[config.mk]
export PLATFORM = sky130hd
export DESIGN_NAME = jkiss64_random_generator
export DESIGN_NICKNAME = d
export VERILOG_FILES = /design/src/hw/rtl/jk64_pkg.sv /design/src/hw/rtl/jk64_ctrl.sv /design/src/hw/rtl/jk64_dpath.sv /design/src/hw/rtl/jkiss64_random_generator.sv
export SDC_FILE = /design/constraint.sdc
export NUM_CORES = 2
export LEC_CHECK = 0
export BUFFER_PORTS_ARGS = -buffer_cell sky130_fd_sc_hd__buf_2
export CORE_UTILIZATION = 30
export CTS_CLUSTER_DIAMETER = 120
export DETAILED_ROUTE_END_ITERATION = 7
export SYNTH_ARGS = -nofsm -noshare
export SYNTH_HDL_FRONTEND = slang
export SYNTH_SLANG_ARGS = --single-unit
[constraint.sdc]
create_clock -name clk_i -period 11.1 [get_ports clk_i]
set_clock_uncertainty 0.2 [all_clocks]
set_input_delay 0 -clock clk_i [delete_from_list [all_inputs] [get_ports clk_i]]
set_output_delay 0 -clock clk_i [all_outputs]
set_load 0.01 [all_outputs]
[src/hw/rtl/jk64_pkg.sv]
`default_nettype none

package jk64_pkg;

  localparam int unsigned MaxBurst = 16;
  localparam int unsigned CntW     = $clog2(MaxBurst + 1);

  localparam int unsigned CfgIdxW  = 3;

  typedef enum logic [CfgIdxW-1:0] {
    CFG_LCG_MUL    = 3'd0,
    CFG_LCG_INC    = 3'd1,
    CFG_MWC_MUL    = 3'd2,
    CFG_SEED_LCG   = 3'd3,
    CFG_SEED_XS    = 3'd4,
    CFG_SEED_MWC_V = 3'd5,
    CFG_SEED_MWC_C = 3'd6
  } cfg_idx_e;

  localparam logic [31:0] RstLcgMul    = 32'd314527869;
  localparam logic [31:0] RstLcgInc    = 32'd1234567;
  localparam logic [31:0] RstMwcMul    = 32'd4294584393;
  localparam logic [31:0] RstSeedLcg   = 32'd123456789;
  localparam logic [31:0] RstSeedXs    = 32'd987654321;
  localparam logic [31:0] RstSeedMwcV  = 32'd43219876;
  localparam logic [31:0] RstSeedMwcC  = 32'd6543217;

  typedef enum logic {
    KIND_DRAW   = 1'b0,
    KIND_RELOAD = 1'b1
  } kind_e;

  typedef struct packed {
    logic       kind;
    logic [4:0] count;
  } in_item_t;

  typedef struct packed {
    logic [31:0] value;
    logic        last;
  } out_item_t;

  // Controller to datapath commands.
  typedef struct packed {
    logic load_seeds;  // copy seed registers into the state
    logic advance;     // step all three generators
    logic move;        // load output register with the current sum
    logic last;        // last flag for the moved item
  } dp_cmd_t;

  typedef enum logic {
    ST_IDLE,
    ST_RUN
  } state_e;

endpackage

`default_nettype wire

[src/hw/rtl/jk64_ctrl.sv]
`default_nettype none

module jk64_ctrl
  import jk64_pkg::*;
(
  input  wire logic     clk_i,
  input  wire logic     rst_ni,
  input  wire logic     in_valid_i,
  output logic          in_stall_o,
  input  wire in_item_t in_item_i,
  output logic          out_valid_o,
  input  wire logic     out_stall_i,
  output dp_cmd_t       cmd_o
);

  state_e          state_q, state_d;
  logic [CntW-1:0] rem_q, rem_d;
  logic            pend_q, pend_d;       // state holds a number not yet emitted
  logic            pend_last_q, pend_last_d;
  logic            out_vld_q, out_vld_d;

  logic out_free;
  logic move;
  logic adv;
  logic accept;

  always_ff @(posedge clk_i or negedge rst_ni) begin
    if (!rst_ni) begin
      state_q     <= ST_IDLE;
      rem_q       <= '0;
      pend_q      <= 1'b0;
      pend_last_q <= 1'b0;
      out_vld_q   <= 1'b0;
    end else begin
      state_q     <= state_d;
      rem_q       <= rem_d;
      pend_q      <= pend_d;
      pend_last_q <= pend_last_d;
      out_vld_q   <= out_vld_d;
    end
  end

  always_comb begin
    out_free    = !out_vld_q || !out_stall_i;
    move        = pend_q && out_free;
    in_stall_o  = (state_q != ST_IDLE) || (pend_q && !move);
    accept      = in_valid_i && !in_stall_o;
    adv         = 1'b0;
    state_d     = state_q;
    rem_d       = rem_q;
    cmd_o       = '0;

    case (state_q)
      ST_IDLE: begin
        if (accept) begin
          if (in_item_i.kind == KIND_RELOAD) begin
            cmd_o.load_seeds = 1'b1;
          end else if (in_item_i.count != 5'd0) begin
            state_d = ST_RUN;
            if (int'(in_item_i.count) > int'(MaxBurst)) begin
              rem_d = CntW'(MaxBurst);
            end else begin
              rem_d = CntW'(in_item_i.count);
            end
          end
        end
      end
      ST_RUN: begin
        adv = !pend_q || move;
        if (adv) begin
          rem_d = rem_q - CntW'(1);
          if (rem_q == CntW'(1)) begin
            state_d = ST_IDLE;
          end
        end
      end
      default: begin
        state_d = ST_IDLE;
      end
    endcase

    pend_d      = adv ? 1'b1 : (move ? 1'b0 : pend_q);
    pend_last_d = adv ? (rem_q == CntW'(1)) : pend_last_q;
    out_vld_d   = move || (out_vld_q && out_stall_i);

    cmd_o.advance = adv;
    cmd_o.move    = move;
    cmd_o.last    = pend_last_q;
    out_valid_o   = out_vld_q;
  end

endmodule

`default_nettype wire

[src/hw/rtl/jk64_dpath.sv]
`default_nettype none

module jk64_dpath
  import jk64_pkg::*;
(
  input  wire logic               clk_i,
  input  wire logic               rst_ni,
  input  wire logic               cfg_we_i,
  input  wire logic [CfgIdxW-1:0] cfg_index_i,
  input  wire logic [31:0]        cfg_data_i,
  input  wire dp_cmd_t            cmd_i,
  output out_item_t               out_item_o
);

  logic [31:0] lcg_mul_q, lcg_inc_q, mwc_mul_q;
  logic [31:0] seed_lcg_q, seed_xs_q, seed_mwc_v_q, seed_mwc_c_q;

  logic [31:0] lcg_q, lcg_d;
  logic [31:0] xs_q, xs_d;
  logic [31:0] mwc_v_q, mwc_v_d;
  logic [31:0] mwc_c_q, mwc_c_d;

  logic [31:0] value_q;
  logic        last_q;

  logic [63:0] lcg_prod;
  logic [63:0] mwc_prod;
  logic [31:0] xs_a, xs_b;

  // Configuration registers; unknown indexes are dropped.
  always_ff @(posedge clk_i or negedge rst_ni) begin
    if (!rst_ni) begin
      lcg_mul_q    <= RstLcgMul;
      lcg_inc_q    <= RstLcgInc;
      mwc_mul_q    <= RstMwcMul;
      seed_lcg_q   <= RstSeedLcg;
      seed_xs_q    <= RstSeedXs;
      seed_mwc_v_q <= RstSeedMwcV;
      seed_mwc_c_q <= RstSeedMwcC;
    end else if (cfg_we_i) begin
      case (cfg_idx_e'(cfg_index_i))
        CFG_LCG_MUL:    lcg_mul_q    <= cfg_data_i;
        CFG_LCG_INC:    lcg_inc_q    <= cfg_data_i;
        CFG_MWC_MUL:    mwc_mul_q    <= cfg_data_i;
        CFG_SEED_LCG:   seed_lcg_q   <= cfg_data_i;
        CFG_SEED_XS:    seed_xs_q    <= cfg_data_i;
        CFG_SEED_MWC_V: seed_mwc_v_q <= cfg_data_i;
        CFG_SEED_MWC_C: seed_mwc_c_q <= cfg_data_i;
        default: ;
      endcase
    end
  end

  always_comb begin
    lcg_prod = 64'(lcg_mul_q) * 64'(lcg_q) + 64'(lcg_inc_q);
    mwc_prod = 64'(mwc_mul_q) * 64'(mwc_v_q) + 64'(mwc_c_q);
    xs_a     = xs_q ^ (xs_q << 5);
    xs_b     = xs_a ^ (xs_a >> 7);

    lcg_d   = lcg_q;
    xs_d    = xs_q;
    mwc_v_d = mwc_v_q;
    mwc_c_d = mwc_c_q;
    if (cmd_i.load_seeds) begin
      lcg_d   = seed_lcg_q;
      xs_d    = seed_xs_q;
      mwc_v_d = seed_mwc_v_q;
      mwc_c_d = seed_mwc_c_q;
    end else if (cmd_i.advance) begin
      lcg_d   = lcg_prod[31:0];
      xs_d    = xs_b ^ (xs_b << 22);
      mwc_v_d = mwc_prod[31:0];
      mwc_c_d = mwc_prod[63:32];
    end
  end

  always_ff @(posedge clk_i or negedge rst_ni) begin
    if (!rst_ni) begin
      lcg_q   <= RstSeedLcg;
      xs_q    <= RstSeedXs;
      mwc_v_q <= RstSeedMwcV;
      mwc_c_q <= RstSeedMwcC;
    end else begin
      lcg_q   <= lcg_d;
      xs_q    <= xs_d;
      mwc_v_q <= mwc_v_d;
      mwc_c_q <= mwc_c_d;
    end
  end

  // Output register: sum of the already advanced state.
  always_ff @(posedge clk_i) begin
    if (cmd_i.move) begin
      value_q <= lcg_q + xs_q + mwc_v_q;
      last_q  <= cmd_i.last;
    end
  end

  assign out_item_o.value = value_q;
  assign out_item_o.last  = last_q;

endmodule

`default_nettype wire

[src/hw/rtl/jkiss64_random_generator.sv]
// JKISS-64 generator: a draw item of count n (clamped to 16) yields n values.
// Each value is stepped into the state, held pending, then moved to the
// output register. Throughput: one value per cycle while the output is not
// stalled; LCG and MWC each do one 32x32 multiply per step. A draw stalls the
// input until its last value moves out; reload and zero count do not stall.
// Reset (async, low): constants, seeds and state take their reset values.
`default_nettype none

module jkiss64_random_generator
  import jk64_pkg::*;
(
  input  wire logic               clk_i,
  input  wire logic               rst_ni,
  // request items
  input  wire logic               in_valid_i,
  output logic                    in_stall_o,
  input  wire in_item_t           in_item_i,
  // result items
  output logic                    out_valid_o,
  input  wire logic               out_stall_i,
  output out_item_t               out_item_o,
  // register writes
  input  wire logic               cfg_valid_i,
  output logic                    cfg_ready_o,
  input  wire logic [CfgIdxW-1:0] cfg_index_i,
  input  wire logic [31:0]        cfg_data_i
);

  dp_cmd_t cmd;

  // Registers are plain flops, so a write is always taken.
  assign cfg_ready_o = 1'b1;

  // Controller: burst counter, one-number holding flag between the state
  // registers and the output register, and the output valid.
  jk64_ctrl u_ctrl (
    .clk_i       (clk_i),
    .rst_ni      (rst_ni),
    .in_valid_i  (in_valid_i),
    .in_stall_o  (in_stall_o),
    .in_item_i   (in_item_i),
    .out_valid_o (out_valid_o),
    .out_stall_i (out_stall_i),
    .cmd_o       (cmd)
  );

  // Datapath: config registers, generator state, output value register.
  jk64_dpath u_dpath (
    .clk_i       (clk_i),
    .rst_ni      (rst_ni),
    .cfg_we_i    (cfg_valid_i && cfg_ready_o),
    .cfg_index_i (cfg_index_i),
    .cfg_data_i  (cfg_data_i),
    .cmd_i       (cmd),
    .out_item_o  (out_item_o)
  );

endmodule

`default_nettype wire

; Yosys cells after proc, flatten, opt, wreduce, memory -nomap -nowiden
; Cells that the tools add are included.
[totals]
out_inout_bits = 36
register_bits = 394
input_bits = 46
wordCells = 92
[classes]
order_cmp = 1
mux = 26
n_eq_ne = 11
mul = 2
bitwise_logic = 4
add_sub_neg = 5
n_reduce_logical = 25
[ops]
columns = operator, n
row1 = $mux 32, 8
row2 = $add 32x32->32, 3
row3 = $add 64x32->64, 1
row4 = $mul 32x32->64, 1
row5 = $xor 32x32->32, 2
row6 = $mul 32x32->32, 1
row7 = $xor 32x25->32, 1
row8 = $mux 5, 5
row9 = $reduce_and 2->1, 7
row10 = $mux 1, 11
row11 = $pmux 5 s2, 1
row12 = $eq 3x3->1 const B, 3
row13 = $eq 3x2->1 const B, 2
row14 = $eq 5x1->1 const B, 1
row15 = $gt 5x5->1 const B, 1
row16 = $logic_not 1->1, 5
row17 = $reduce_bool 5->1, 1
row18 = $sub 5x1->5 const B, 1
row19 = $logic_and 1x1->1, 4
row20 = $logic_or 1x1->1, 4
row21 = $ne 2x1->1 const B, 2
row22 = $ne 2x2->1 const B, 2
row23 = $reduce_and 4->1, 1
row24 = $reduce_bool 2->1, 2
row25 = other kinds (4), 4

; Logic depth before layout (Yosys ltp)
[depth]
word_depth = 11
mapped_depth = 30
ltp_nobuf = 28

; Modules after synthesis
; A second synthesis with hierarchy kept.
[hier_totals]
cells_unflattened = 7152
hier_area_um2 = 68939.9
[modules_own_cells]
columns = mod, cells_each, instances, seq_area_each_um2, area_per_inst_um2
row1 = jk64_dpath, 7087, 1, 10010.9, 68355.6
row2 = jk64_ctrl, 63, 1, 225.2, 573.0
row3 = jkiss64_random_generator, 2, 1, 0.0, 11.3

; Least setup slack after synthesis
; OpenSTA, ideal clock, no wires.
[synth_path]
kind = register to register
from = register u_dpath.lcg_mul_q[14]
to = register u_dpath.lcg_q[29]
n_path_buf = 2
period_less_slack_ns = 7.742
stages_incl_launch_ff = 28
setup_ns = 0.083
required_ns = 10.817
path_slack_ns = 3.358
arrival_time_ns = 7.460
cell_sequence = dfstp_2 -> clkbuf_1 -> buf_1 -> nand2_1 -> fa_1 -> inv_1 -> fa_1 -> fa_1 -> inv_1 -> fa_1 -> inv_1 -> fa_1 -> fa_1 -> fa_1 -> inv_1 -> fa_1 -> inv_1 -> ha_1 -> a21o_1 -> a21o_1 -> a21o_1 -> a21o_1 -> a21o_1 -> a2111oi_2 -> nor2_1 -> o21ai_0 -> mux2_2 -> o21ai_0
[synth_between]
elab_chain_len = 4
[synth_rtl]
columns = item, line
row1 = start: declaration, jk64_dpath.sv:15  ; logic [31:0] lcg_mul_q, lcg_inc_q, mwc_mul_q;
row2 = start signal: assignment, jk64_dpath.sv:33  ; lcg_mul_q <= RstLcgMul;
row3 = start signal: assignment, jk64_dpath.sv:42  ; CFG_LCG_MUL: lcg_mul_q <= cfg_data_i;
row4 = $mul 32x32->32, jk64_dpath.sv:55  ; lcg_prod = 64'(lcg_mul_q) * 64'(lcg_q) + 64'(lcg_inc_q);
row5 = $add 32x32->32, jk64_dpath.sv:55
row6 = $mux 32, jk64_dpath.sv:69  ; end else if (cmd_i.advance) begin
row7 = $mux 32, jk64_dpath.sv:64  ; if (cmd_i.load_seeds) begin
row8 = end signal: assignment, jk64_dpath.sv:79  ; lcg_q <= RstSeedLcg;
row9 = end signal: assignment, jk64_dpath.sv:84  ; lcg_q <= lcg_d;
row10 = end: declaration, jk64_dpath.sv:18  ; logic [31:0] lcg_q, lcg_d;
; Every way passes these cells. The select of a mux whose other input is x is not followed.
; A chain may end at the register's enable or synchronous reset.

; Worst setup path in the final report
[layout_path]
from = register u_dpath.mwc_v_q[4]
to = register u_dpath.mwc_c_q[23]
[layout_between]
elab_chain_len = 4
[layout_rtl]
columns = item, line
row1 = start: declaration, jk64_dpath.sv:20  ; logic [31:0] mwc_v_q, mwc_v_d;
row2 = start signal: assignment, jk64_dpath.sv:81  ; mwc_v_q <= RstSeedMwcV;
row3 = start signal: assignment, jk64_dpath.sv:86  ; mwc_v_q <= mwc_v_d;
row4 = $mul 32x32->64, jk64_dpath.sv:56  ; mwc_prod = 64'(mwc_mul_q) * 64'(mwc_v_q) + 64'(mwc_c_q);
row5 = $add 64x32->64, jk64_dpath.sv:56
row6 = $mux 32, jk64_dpath.sv:69
row7 = $mux 32, jk64_dpath.sv:64
row8 = end signal: assignment, jk64_dpath.sv:82  ; mwc_c_q <= RstSeedMwcC;
row9 = end signal: assignment, jk64_dpath.sv:87  ; mwc_c_q <= mwc_c_d;
row10 = end: declaration, jk64_dpath.sv:21  ; logic [31:0] mwc_c_q, mwc_c_d;
; Every way passes these cells. The select of a mux whose other input is x is not followed.

==> flow_summary.json <==
{
  "status": "completed",
  "final_core_util_pct": 32.6,
  "drt_wl_total_um": 209000,
  "wl_per_cell_um": 20.8,
  "ys_top_cells_by_area": "fa_1 (41%), inv_1 (8.2%), ha_1 (7.6%)",
  "ys_async_sr_fraction_pct": 91.6,
  "slew_violations": 0,
  "worst_pin_slew_ps": 1360,
  "place_congestion": 0.956,
  "syn_nets": 9009,
  "layout-drive-gt1-share_pct": 8.99,
  "core-area_um2": 227000,
  "ys_types": 81,
  "rr_worst_depth": 26,
  "cpPeakStageDelay_ps": 1220,
  "antenna_found_initial": 11,
  "die_h_um": 480,
  "drc": 0,
  "viasPerCell": 4.89,
  "hp-class": "in -> reg",
  "setup_tns_ps": 0,
  "cts_max_level": 2,
  "nNetsFinal": 8888,
  "yosys-top-cells-count": "inv_1 (1508), fa_1 (1398), nand2_1 (953)",
  "synthFlopType": "dfrtp_1",
  "grtUsageTotal_pct": 18.5,
  "cpMostUsedCell": "fa_1",
  "cts_buffers": 45,
  "path_clk_slew_ps": 70,
  "grt_pass1_vias": 54099,
  "end_kind": "register",
  "clkSinkCount": 394,
  "fmax_mhz": 113,
  "ant_nets": 0,
  "crit_type": "reg -> reg",
  "root_buffer": "clkbuf_16",
  "cp-start-kind": "register",
  "synth_top_area_share_pct": 40.8,
  "dr_total_vias": 49200,
  "cap_violations": 0,
  "synthCells": 7146,
  "grt_pass1_wl_um": 328000,
  "hold_slack_ps": 56.6,
  "critical_path.max_fanout": 34,
  "clock_latency_ps": 610,
  "rsz0062_at_grt": "false",
  "hold_depth": 5,
  "period_share_pct": 79.5,
  "post_cts_buffers": 0,
  "ys_seq_area_share_pct": 14.9,
  "io_buffers": 80,
  "cts.path.max_buffers": 3,
  "finalWorstSetupSlack_ps": 2270,
  "start_util_pct": 30.2,
  "die_w_um": 480,
  "relSlewSlack_pct": 9.05,
  "dp_slack_ps": 2400,
  "post-route-min-period_ps": 8830,
  "crit_arrival_ps": 9140,
  "die-area_um2": 231000,
  "setup_viol": 0,
  "yosysMostFrequentCell": "inv_1",
  "initialDrtViolationCount": 3485,
  "drt-pass1-iter-count": 6,
  "synth_top_area_cell": "fa_1",
  "synth_edf_count": 33,
  "ys_ff_latch": 394,
  "final.fill_count": 23380,
  "critPathSlowestCell": "dfrtp_1",
  "synth_area_um2": 68600,
  "yosys_warnings": 0,
  "hold_violations": 0,
  "pin_count": 82,
  "grt_overflow": 0,
  "rows": 175,
  "area_growth_pct": 8.14,
  "hpwlAfterDp_um": 160000,
  "critPathRequiredTime_ps": 11410,
  "grt_max_degree": 90,
  "tritoncts": "yes",
  "syn_area_per_cell_um2": 9.60
}
[logic make-up after synthesis]
| group | after synthesis | synth area share [%] |
|---|---|---|
| AOI/OAI and AO/OA | 618 | 5.89 |
| xor gates and xnor gates | 224 | 2.86 |
| adders and majority gates | 1817 | 48.4 |
| buffers and inverters | 1904 | 10.4 |
| DFF | 394 | 14.9 |
| muxes | 201 | 3.29 |
| other | 1 | 0.00547 |
| and+or+nand+nor | 1987 | 14.2 |
[metrics by stage]
stage                     std cells  area, µm²
after floorplan                7146      68600
after global placement         9920      72000
after detailed placement       9920      72000
after CTS                     10070      74200
after global routing          10071      74200
final                         10071      74200
[cell type report]
type / instances / area [µm²] / share of cell area, %
Clock inverter: 20 / 250 / 0.337
Clock buffer: 63 / 1310 / 1.76
Sequential cell: 394 / 10200 / 13.8
Timing Repair Buffer: 228 / 1710 / 2.30
Multi-Input combinational cell: 4848 / 51300 / 69.1
Antenna cell: 1 / 2.50 / 0.00337
Inverter: 1508 / 5660 / 7.63
Tap cell: 3009 / 3760 / 5.07
[registers in the layout, indices dropped and copies added, names as in the netlist]
signal and cells:
u_ctrl.out_valid_o 1, u_ctrl.pend_last_q 1, u_ctrl.pend_q 1, u_ctrl.rem_q 5, u_ctrl.state_q 1, u_dpath.last_q 1, u_dpath.lcg_inc_q 32, u_dpath.lcg_mul_q 32
u_dpath.lcg_q 32, u_dpath.mwc_c_q 32, u_dpath.mwc_mul_q 32, u_dpath.mwc_v_q 32, u_dpath.seed_lcg_q 32, u_dpath.seed_mwc_c_q 32, u_dpath.seed_mwc_v_q 32, u_dpath.seed_xs_q 32
u_dpath.value_q 32, u_dpath.xs_q 32
[path summary, 6_finish.rpt]
check,startpoint,to,slack (ps)
worst max-delay path,u_dpath.mwc_v_q[4],u_dpath.mwc_c_q[23],2270
worst min-delay path,cfg_index_i[2],u_dpath.seed_xs_q[30],60
worst max register to register,u_dpath.mwc_v_q[4],u_dpath.mwc_c_q[23],2270
worst min register to register,u_ctrl.pend_last_q,u_dpath.last_q,250
max in group asynchronous,rst_ni,u_dpath.xs_q[1],7750
min in group asynchronous,rst_ni,u_dpath.mwc_mul_q[11],450
[worst max-delay path, delay by kind of cell (launching register included)]
kind                       cells  cell delay [ps]
DFF                            1             1220
and+or+nand+nor                2              490
adders and majority gates      9             4290
buffers and inverters          6              310
AOI/OAI and AO/OA              8             2010
xor gates and xnor gates       1              150
[layout by cell type, fill, tap and decap left out, types with 12 or more instances in the layout]
| cell type | netlist | routed |
|---|---|---|
| a211oi_1 | 14 | 14 |
| a21o_1 | 56 | 56 |
| a21oi_1 | 109 | 109 |
| a221o_1 | 14 | 14 |
| a22oi_1 | 100 | 100 |
| a31oi_1 | 12 | 12 |
| and2_1 | 744 | 743 |
| buf_2 | 1 | 79 |
| buf_4 | 3 | 81 |
| clkbuf_16 | 0 | 46 |
| dfrtp_1 | 192 | 191 |
| dfstp_2 | 169 | 169 |
| dlygate4sd3_1 | 0 | 66 |
| edfxtp_1 | 33 | 33 |
| fa_1 | 1398 | 1398 |
| ha_1 | 419 | 419 |
| inv_1 | 1508 | 1508 |
| mux2_2 | 197 | 197 |
| nand2_1 | 953 | 952 |
| nand2b_1 | 21 | 21 |
| nand3_1 | 24 | 24 |
| nand4_1 | 23 | 23 |
| nor2_1 | 118 | 117 |
| nor3_1 | 42 | 40 |
| o211ai_1 | 12 | 12 |
| o21a_1 | 17 | 17 |
| o21ai_0 | 190 | 190 |
| o21bai_1 | 13 | 13 |
| o31ai_1 | 12 | 12 |
| xnor2_1 | 166 | 166 |
| xor2_1 | 58 | 58 |
[layer usage]
metal	vias up	track usage (%)	wire, µm
met4	2	6.49	8090
met5	-	0	49
met3	330	1.81	12200
li1	21132	-	-
met1	26009	24.0	85800
met2	1727	32.0	103000
[what timing repair did]
action                                 CTS  global route
hold buffers                            67             0
endpoints found under the hold margin  360             0
gates resized for setup                  0             0
Power is left out: the tool's default activity adds up to more than one toggle a clock period on the data nets, which glitch-free logic cannot reach.
